`config.mk`:
```
export PLATFORM = sky130hd
export DESIGN_NAME = arps_jobq
export DESIGN_NICKNAME = d
export VERILOG_FILES = /design/src/rtl/arps_pkg.sv /design/src/rtl/arps_jobq.sv
export SDC_FILE = /design/constraint.sdc
export NUM_CORES = 1
export LEC_CHECK = 0
export ABC_CLOCK_PERIOD_IN_PS = 3480
export BUFFER_PORTS_ARGS = -buffer_cell sky130_fd_sc_hd__clkbuf_2
export CAP_MARGIN = 20
export CORE_MARGIN = 2
export CORE_UTILIZATION = 47
export DETAILED_ROUTE_END_ITERATION = 16
export HOLD_SLACK_MARGIN = 0.12
export PLACE_DENSITY = 0.82
export SLEW_MARGIN = 15
export SYNTH_ARGS = -nofsm -noshare
export SYNTH_HDL_FRONTEND = slang
export SYNTH_SLANG_ARGS = --single-unit
```
`constraint.sdc`:
```
create_clock -name clk -period 3.48 [get_ports clk]
set_input_delay 0.696 -clock clk [delete_from_list [all_inputs] [get_ports clk]]
set_output_delay 0.696 -clock clk [all_outputs]
set_load 0.05 [all_outputs]
```
`src/rtl/arps_pkg.sv`:
```
// Shared types and constants for the audio RMS peak strobe.
// No dependencies; imported by every module of the block.
package arps_pkg;

  localparam int FRAME_MAX = 1024;
  localparam int CNT_W     = $clog2(FRAME_MAX + 1);
  localparam int SUM_W     = 42;
  localparam int LOG_W     = 22;
  localparam int METRIC_W  = 24;
  localparam int QDEPTH    = 2;

  // round(2^32 / (10*log10 2))
  localparam logic [31:0]         LOG_SCALE  = 32'd1426757253;
  localparam logic [METRIC_W-1:0] METRIC_MAX = '1;

  typedef struct packed {
    logic signed [15:0] sample;
    logic               last_in_frame;
  } in_item_t;

  typedef struct packed {
    logic [7:0] brightness;
    logic       peak_hit;
    logic       quiet;
  } out_item_t;

  // One finished frame handed from front to back
  typedef struct packed {
    logic [SUM_W-1:0] sum;
    logic [CNT_W-1:0] count;
  } job_t;

  typedef struct packed {
    logic [15:0]         peak_ratio;
    logic [7:0]          fade_factor;
    logic [METRIC_W-1:0] silence_level;
    logic [15:0]         bias_decay;
    logic [8:0]          brightness_gain;
  } cfg_t;

  typedef enum logic [2:0] {
    CFG_PEAK_RATIO  = 3'd0,
    CFG_FADE_FACTOR = 3'd1,
    CFG_SILENCE     = 3'd2,
    CFG_BIAS_DECAY  = 3'd3,
    CFG_GAIN        = 3'd4
  } cfg_idx_t;

endpackage

```
`src/rtl/arps_jobq.sv`:
```
// Two-entry queue of finished frames between front and back.
// Depends on arps_pkg for the job type.
module arps_jobq import arps_pkg::*; (
  input  logic       clk,
  input  logic       rst_n,
  input  logic       push,
  input  job_t       din,
  input  logic       pop,
  output job_t       dout,
  output logic [1:0] cnt,
  output logic       empty
);

  job_t       mem_r [QDEPTH];
  logic       wp_r;
  logic       rp_r;
  logic [1:0] cnt_r;

  assign cnt   = cnt_r;
  assign empty = (cnt_r == 2'd0);
  assign dout  = mem_r[rp_r];

  always_ff @(posedge clk) begin
    if (push) begin
      mem_r[wp_r] <= din;
    end
  end

  // pointers and fill
  always_ff @(posedge clk) begin
    if (!rst_n) begin
      wp_r  <= 1'b0;
      rp_r  <= 1'b0;
      cnt_r <= 2'd0;
    end else begin
      if (push) wp_r <= ~wp_r;
      if (pop)  rp_r <= ~rp_r;
      cnt_r <= 2'(cnt_r + {1'b0, push} - {1'b0, pop});
    end
  end

`ifndef SYNTHESIS
  a_no_overflow: assert property (@(posedge clk) disable iff (!rst_n)
    push |-> (cnt_r != 2'(QDEPTH) || pop)) else $error("job queue overflow");
  a_no_underflow: assert property (@(posedge clk) disable iff (!rst_n)
    pop |-> cnt_r != 2'd0) else $error("job queue underflow");
  a_cnt_step: assert property (@(posedge clk) disable iff (!rst_n)
    (push && !pop) |=> cnt_r == $past(cnt_r) + 2'd1) else $error("job count slip");
`endif

endmodule

```
==> summary.txt <==
Status
  • Status: finished clean

Synthesis
  • Seq/Total Area, Yosys: 0.764
  • Register bit count reported by yosys: between 100 and 150
  • Synth Instances: roughly 190
  • Synth warn: 0
  • Compound-cell area share of the yosys netlist: 0.00175
  • Post-synth net total: approximately 240
  • Post-synthesis mux area share: 0.183
  • Largest family of logic cells by synthesized area: multiplexers
  • XOR/XNOR Fraction of Synth Area: 0.00728
  • Netlist cell types: 14
  • Synthesized cell area: approximately 4300 um2
  • Post-synthesis simple-gate area fraction: 0.0111
  • Post-synthesis adder-cell area fraction: 0.00582
  • Avg Cell Area, Syn: between 20 and 25 um2

STA
  • Final cycle utilization of the critical path: 0.798
  • Slew HR: 0.534
  • Max-slew violation count: 0
  • Final min period: 2.78 ns
  • Max Freq: approximately 360 MHz
  • Final hold violation count: 0
  • Slew of the pin with the lowest slew margin: 0.699 ns
  • # setup viols final: 0
  • Clock skew: 0.00756 ns
  • RSZ-0062 raised after global routing: no
  • Fin worst setup slack: ~0.70 ns
  • Worst hold slack: around 0.53 ns
  • Final setup TNS: 0 ns

Placed design
  • IO buf count: 112
  • Pre-CTS WS: approximately 1.1 ns
  • RePlAce Congestion: slightly above 0.7
  • Dpl hpwl: about 4.6 mm

Power and ir drop
  • Static Leak: 2.07 nW
  • Power per Cell Area: 548 nW/um2
  • Max VDD drop: 0.000304 V

Drt
  • Post-route ant nets: 0
  • Wire per inst: between 15 and 20 um
  • Initial DRT Pass Iterations: 4
  • Via density: between 4 and 5
  • Residual DRC count: 0
  • Final WL: approximately 6.5 mm
  • Via Count: 2045
  • Drt first-iter violations: 75

Die
  • Std cell rows: 34
  • Die Span Y: 99.6 um
  • Die area: 9930 um2
  • Ports: approximately 110
  • Core area: between 8000 and 9000 um2
  • Die width: 99.6 um
  • Initial core utilization: 0.488

Clock tree
  • Num CTS Buffers: 9
  • Deepest clock path buffer count: 2
  • Setup bufs post-CTS: 0
  • Cts hold-fix bufs: 0
  • Clk Latency, worst-skew pair: approximately 0.35 ns
  • TritonCTS clock tree: yes
  • Root Buffer: clkbuf_8
  • Post-CTS Resized: 0
  • Clock sink count: 111
  • H-tree depth: 3
  • Worst-path clk slew: ~0.1 ns

Hold path
  • Hold WC Path Type: input port to flop
  • Hold path startpoint: din[1]

GRT
  • Initial antenna violation count: 0
  • Global Route Usage Sum: 0.135
  • Largest net degree at the start of global routing: 40
  • Number of global-route vias before repair: between 2000 and 2500
  • Total gr overflow: 0
  • Global-route wire length before repair: between 9 and 10 mm

Finish
  • N_diodes: 0
  • Layout cells sized above 1: 0.603
  • Post-Route Utilization: 0.581
  • Nets: approximately 370
  • Layout overhead on the synthesized area: 19.0%

Critical path
  • Crit-path max FO: 39
  • Slowest CP cell: dfxtp_4
  • Reg-to-reg startpoint: wp_r$_SDFFE_PN0P_
  • Crit-path cells: buf_4 > mux2_4 > clkbuf_2
  • Startpoint types: flop
  • WP data required: approximately 2.8 ns
  • Worst EP arrival: roughly 2.1 ns
  • Worst Setup Path Type: flop to primary output
  • Crit. End Element: primary output
  • Max stage delay on crit path: 0.82 ns

Job
  • Max-cap violations: 0
==> sequential cells by signal, indices dropped and copies added (netlist names), named ones only <==
signal,count
mem_r,106
wp_r,1
rp_r,1
cnt,2
==> through the flow <==
stage               std cells  total power [mW]  cell area, um2
finish                    420              2.80            5120
global route              420              2.93            5120
CTS                       420              2.84            5120
detailed placement        404              2.18            4940
global placement          404              2.17            4940
floorplan                 185              2.07            4300
==> routing by layer <==
layer | track usage | wire length (um) | part of all wire | vias up
met2 | 0.228 | 3360 | 0.51 | 81
met4 | 0.0674 | 111 | 0.017 | 0
met3 | 0.0394 | 444 | 0.068 | 11
li1 | - | - | - | 969
met5 | 0 | 0 | 0 | -
met1 | 0.158 | 2620 | 0.40 | 984
==> placed cells by master, fill, tap and decap left out, types with 2 or more instances in the layout <==
master	synthesis	routed
and2_1	4	3
buf_4	0	4
clkbuf_2	0	112
clkbuf_8	0	9
clkinv_2	0	2
dfxtp_1	5	4
edfxtp_1	106	106
ha_1	2	2
inv_1	2	2
inv_6	0	2
mux2_2	3	3
mux2_4	50	50
nor2b_1	3	2
==> cell families after synthesis <==
family,after synthesis
xor gates and xnor gates,2
buffers and inverters,8
AOI/OAI and AO/OA,1
adders and majority gates,2
muxes,53
and+or+nand+nor,8
DFF,111
==> worst paths after layout <==
kind / slack [ns] / end / depth (start not counted)
worst max register to register: 1.88 / mem_r[1][30]$_DFFE_PP_ / 2
worst min register to register: 0.58 / flop / 2
worst max-delay path: 0.70 / dout[30] / 3
worst min-delay path: 0.53 / mem_r[1][1]$_DFFE_PP_ / 1
==> cell usage after synthesis, drive strengths merged <==
library cell | number | area, um2
o21a | 1 | 7.51
edfxtp | 106 | 3180
dfxtp | 5 | 100
nor2 | 1 | 3.75
mux2 | 53 | 785
nor2b | 3 | 18.8
inv | 2 | 7.51
ha | 2 | 25.0
and2 | 4 | 25.0
buf | 6 | 111
xnor3 | 1 | 22.5
xor2 | 1 | 8.76
==> final cells by class <==
class | count | area (um2)
Fill cell | 682 | 3690
Sequential cell | 111 | 3290
Multi-Input combinational cell | 66 | 905
Timing Repair Buffer | 117 | 611
Tap cell | 108 | 135
Clock buffer | 9 | 124
Clock inverter | 7 | 47.5
Inverter | 2 | 7.51
==> report_power, final <==
group / internal [mW] / switching [mW] / total, mW
combinational: 0.192 / 0.366 / 0.558
sequential: 1.54 / 0.0452 / 1.59
clock: 0.262 / 0.395 / 0.656
==> critical path: cells and delay by family (launching register included) <==
family                 cells  cell delay (ns)
DFF                        1             0.82
buffers and inverters      2             0.58
muxes                      1             0.32
Note: power is estimated with default switching activity, not from simulation.
