<file path="config.mk">
export PLATFORM = sky130hd
export DESIGN_NAME = arps_front
export DESIGN_NICKNAME = d
export VERILOG_FILES = /design/src/rtl/arps_pkg.sv /design/src/rtl/arps_front.sv
export SDC_FILE = /design/constraint.sdc
export NUM_CORES = 1
export LEC_CHECK = 0
export ABC_AREA = 0
export BUFFER_PORTS_ARGS = -buffer_cell sky130_fd_sc_hd__buf_4
export CAP_MARGIN = 10
export CELL_PAD_IN_SITES_DETAIL_PLACEMENT = 2
export CELL_PAD_IN_SITES_GLOBAL_PLACEMENT = 2
export CORE_MARGIN = 8
export CORE_UTILIZATION = 44
export DETAILED_ROUTE_END_ITERATION = 16
export GPL_TIMING_DRIVEN = 0
export PLACE_DENSITY = 0.95
export RECOVER_POWER = 100
export SETUP_SLACK_MARGIN = 0.02
export SLEW_MARGIN = 10
export SYNTH_ARGS = -nofsm -noshare
export SYNTH_HDL_FRONTEND = slang
export SYNTH_SLANG_ARGS = --single-unit
export TNS_END_PERCENT = 5
</file>
<file path="constraint.sdc">
create_clock -name clk -period 17.7 [get_ports clk]
set_input_delay 0 -clock clk [delete_from_list [all_inputs] [get_ports clk]]
set_output_delay 0 -clock clk [all_outputs]
set_load 0.005 [all_outputs]
</file>
<file path="src/rtl/arps_pkg.sv">
// Shared types and constants for the audio RMS peak strobe.
// No dependencies; imported by every module of the block.
package arps_pkg;

  localparam int FRAME_MAX = 1024;
  localparam int CNT_W     = $clog2(FRAME_MAX + 1);
  localparam int SUM_W     = 42;
  localparam int LOG_W     = 22;
  localparam int METRIC_W  = 24;
  localparam int QDEPTH    = 2;

  // round(2^32 / (10*log10 2))
  localparam logic [31:0]         LOG_SCALE  = 32'd1426757253;
  localparam logic [METRIC_W-1:0] METRIC_MAX = '1;

  typedef struct packed {
    logic signed [15:0] sample;
    logic               last_in_frame;
  } in_item_t;

  typedef struct packed {
    logic [7:0] brightness;
    logic       peak_hit;
    logic       quiet;
  } out_item_t;

  // One finished frame handed from front to back
  typedef struct packed {
    logic [SUM_W-1:0] sum;
    logic [CNT_W-1:0] count;
  } job_t;

  typedef struct packed {
    logic [15:0]         peak_ratio;
    logic [7:0]          fade_factor;
    logic [METRIC_W-1:0] silence_level;
    logic [15:0]         bias_decay;
    logic [8:0]          brightness_gain;
  } cfg_t;

  typedef enum logic [2:0] {
    CFG_PEAK_RATIO  = 3'd0,
    CFG_FADE_FACTOR = 3'd1,
    CFG_SILENCE     = 3'd2,
    CFG_BIAS_DECAY  = 3'd3,
    CFG_GAIN        = 3'd4
  } cfg_idx_t;

endpackage

</file>
<file path="src/rtl/arps_front.sv">
// Front end: squares samples and accumulates the frame sum and count.
// Depends on arps_pkg; pushes one job per frame into arps_jobq.
module arps_front import arps_pkg::*; (
  input  logic       clk,
  input  logic       rst_n,
  input  logic       in_push,
  input  in_item_t   in_item,
  output logic       in_full,
  input  logic [1:0] q_cnt,
  output logic       job_push,
  output job_t       job
);

  logic             v_r;
  logic             last_r;
  logic [30:0]      sq_r;
  logic [SUM_W-1:0] sum_r;
  logic [CNT_W-1:0] count_r;

  logic              in_acc;
  logic [1:0]        pending;
  logic signed [31:0] sq_full;
  logic [SUM_W:0]    sum_wide;
  logic [SUM_W-1:0]  sum_nxt;
  logic [CNT_W-1:0]  count_nxt;
  logic              frame_end;

  // room check counts the item still in the square stage
  assign pending = 2'(q_cnt + {1'b0, v_r});
  assign in_full = (pending >= 2'(QDEPTH));
  assign in_acc  = in_push & ~in_full;

  assign sq_full = in_item.sample * in_item.sample;

  // square stage
  always_ff @(posedge clk) begin
    if (!rst_n) begin
      v_r <= 1'b0;
    end else begin
      v_r <= in_acc;
    end
    if (in_acc) begin
      sq_r   <= sq_full[30:0];
      last_r <= in_item.last_in_frame;
    end
  end

  // saturating accumulate and frame end
  always_comb begin
    sum_wide  = {1'b0, sum_r} + (SUM_W + 1)'(sq_r);
    sum_nxt   = sum_wide[SUM_W] ? {SUM_W{1'b1}} : sum_wide[SUM_W-1:0];
    count_nxt = count_r + CNT_W'(1);
    frame_end = last_r | (count_nxt >= CNT_W'(FRAME_MAX));
  end

  assign job_push  = v_r & frame_end;
  assign job.sum   = sum_nxt;
  assign job.count = count_nxt;

  always_ff @(posedge clk) begin
    if (!rst_n) begin
      sum_r   <= '0;
      count_r <= '0;
    end else if (v_r) begin
      if (frame_end) begin
        sum_r   <= '0;
        count_r <= '0;
      end else begin
        sum_r   <= sum_nxt;
        count_r <= count_nxt;
      end
    end
  end

endmodule

</file>
==> out/results.txt <==
Skew final = 0.00974 ns
Area of the multi-input gates = 10,200 µm²
Syn nets = 1,878
Chip width = 193 µm
Placed cell count = 1,984
Clock sinks = 85
Final worst path period need = 7.95 ns
Critical Path Start Type = primary input
Nets = 1,969
Post-CTS Setup Bufs = 0
Core Util, Final = 48.3%
GRT Resource Usage Total = 29.5%
Vias in the first global route = 14,121
Reg area = 2010 µm²
Vias after detailed routing = 11,508
CTS Buffer Depth = 2
Endpoints failing setup = 0
Final Hold Violating Endpoints = 0
Drt drc = 0
Worst setup path category = in -> reg
First-pass GRT wire length = 83.3 mm
Seq/Total Area, Yosys = 14.6%
Largest net degree at the start of global routing = 32
CP required = 17.77 ns
Largest cells by area after synthesis = fa_1, ha_1, inv_1
Ys Warns = 0
Gr ovfl total = 0
CP endpoint kind = flop
Clock root buffer = clkbuf_16
CP peak stage delay = 0.69 ns
RePlAce Congestion = 0.874
CTS tree = built
FFs w/ async S/R, synth = 0%
Unrepaired setup endpoints after global routing = no
Routed len/inst = 26.5 µm
Area delta synth->final = 9.52%
Synthesized flop and latch total = 85
CP cell instances = clkbuf_1, clkbuf_1, nand2_1, fa_1, inv_1, fa_1, fa_1, fa_1, fa_1, inv_1, fa_1, inv_1, ha_1, a211o_1, or3_1, o31ai_1, o21ai_0, a2111oi_0, o21bai_1, a21oi_1, xnor2_1
Post-synth top area cell = fa_1
Synth unique cells = 70
Post-synth top area share = 33.4%
Avg Synthesized Cell Area = 9.15 µm²
Worst EP arrival = 8.03 ns
Iter 0 DRT Violations = 509
Clk slew on worst S/H paths = 0.06 ns
Max-Cap Viols = 1
Die area = 37,300 µm²
Height of the die = 193 µm
Max-slew violations = 32
Cells after synthesis = 1,507
Total I/O pin count = 77
Status = complete, but fails checks
Fillers = 3,447
Initial antenna violation count = 0
Setup TNS = 0 ns
Post-synth EDFFs = 31
Rel. slew slack = -58.2%
Worst Hold Class = in -> reg
DRT antenna net count = 0
Worst Max-Slew Pin Slew = 2.37 ns
DR vias/cell = 5.74
Non-Filler Instances = 2,005
Initial Util = 44.1%
Row count = 65
Detailed placer's ending HPWL = 43.2 mm
WHS = 0.103 ns
Router iterations before antenna repair = 5
Routed wire length = 53.1 mm
Period utilisation layout = 44.9%
Post-synth top flop = dfxtp_1
Diodes inserted = 0
Core area = 31,200 µm²
Violations in the final reports = max-capacitance violations, max-slew violations
Crit-path slowest cell = a2111oi_0
Max Clock Freq = 0.126 GHz
Most used cell along the critical path = fa_1
Post-synthesis cell area = 13,800 µm²
Clk_lat worst skew = 0.36 ns
Worst-path fanout max = 10
Total CTS buffers = 9
I/O Buffers = 75
Layout cells sized above 1 = 5.86%
H-tree Lvls = 3
==> routing by layer <==
layer / up-vias / routed length (µm) / track usage, %
met5: - / 0 / 0
met4: 0 / 2430 / 13.3
met3: 148 / 1690 / 2.66
met2: 345 / 28900 / 56.7
met1: 6057 / 20100 / 32.3
li1: 4958 / - / -
==> worst max-delay path: cells and delay by family <==
family	cells	cell delay (ns)
simple gates	2	0.69
xor+xnor	1	0.14
fa+ha+maj	7	3.54
compound gates	6	2.34
buf+inv	5	1.29
==> path summary, 6_finish.rpt <==
kind	start	to	slack, ns	cells past startpoint
max	in_item[6]	sq_r[30]	9.75	21
min reg2reg	sum_r[8]	sum_r[8]	0.49	1
max reg2reg	sq_r[7]	sum_r[14]	12.70	11
min	in_item[2]	sq_r[2]	0.10	2
==> state kept, by name, indices dropped and copies added (netlist names) <==
signal   flops
count_r     11
last_r       1
sq_r        30
sum_r       42
v_r          1
==> logic make-up (layout without fill, tap and decap cells) <==
kind of cell,Yosys count,after routing,share of synthesized area (%)
xor gates and xnor gates,87,87,5.53
AOI/OAI and AO/OA,245,245,12.6
DFF,85,85,14.6
and+or+nand+nor,340,340,11.7
adders and majority gates,349,349,44.2
buffers and inverters,397,493,11.1
muxes,4,4,0.309
==> layout by cell type, fill, tap and decap left out, types with 9 or more instances in the layout <==
cell type    n
a21o_1      23
a21oi_1     61
a22o_1      30
a31oi_1      9
and2_1      32
and3_1      19
buf_4       22
clkbuf_1    61
clkbuf_16    9
clkbuf_4    39
dfxtp_1     54
edfxtp_1    31
fa_1       230
ha_1       119
inv_1      347
nand2_1    142
nand2b_1    10
nand3_1     18
nor2_1      60
nor2b_1     12
nor3_1      12
o21ai_0     44
xnor2_1     59
xor2_1      28
==> cells in the mapped netlist (8+ instances only) <==
cell type    n
fa_1       230
edfxtp_1    31
xor2_1      28
a211oi_1     8
nor3_1      12
a21oi_1     59
dfxtp_1     54
and2_1      37
a21o_1      23
a31oi_1      8
nor2b_1     12
and3_1      19
ha_1       119
nor2_1      60
inv_1      347
nand4_1      8
nand2_1    142
o21ai_0     42
nand2b_1    10
a22o_1      30
xnor2_1     59
nand3_1     18
clkbuf_1    42
==> stage by stage <==
| step | area [µm²] | worst slack, ns |
|---|---|---|
| finish | 15100 | 9.75 |
| global route | 15100 | 9.60 |
| CTS | 15200 | 10.12 |
| detailed placement | 14900 | 9.77 |
| global placement | 14900 | 10.29 |
| floorplan | 13800 | 11.71 |
==> layout make-up <==
class	instances	share of cell area, %
tap	402	3.33
sequential	85	13.3
clock buffer	10	1.52
multi-input combinational	1025	67.7
buffer	49	1.23
clock inverter	6	0.580
inverter	348	8.65
timing repair buffer	80	3.71
==> timing repair <==
action / CTS / global route
resized for setup: 0 / 0
hold buffers: 5 / 0
endpoints found under the hold margin: 5 / 0
Power is left out: the tool's default activity adds up to more than one toggle a clock period on the data nets, which glitch-free logic cannot reach.
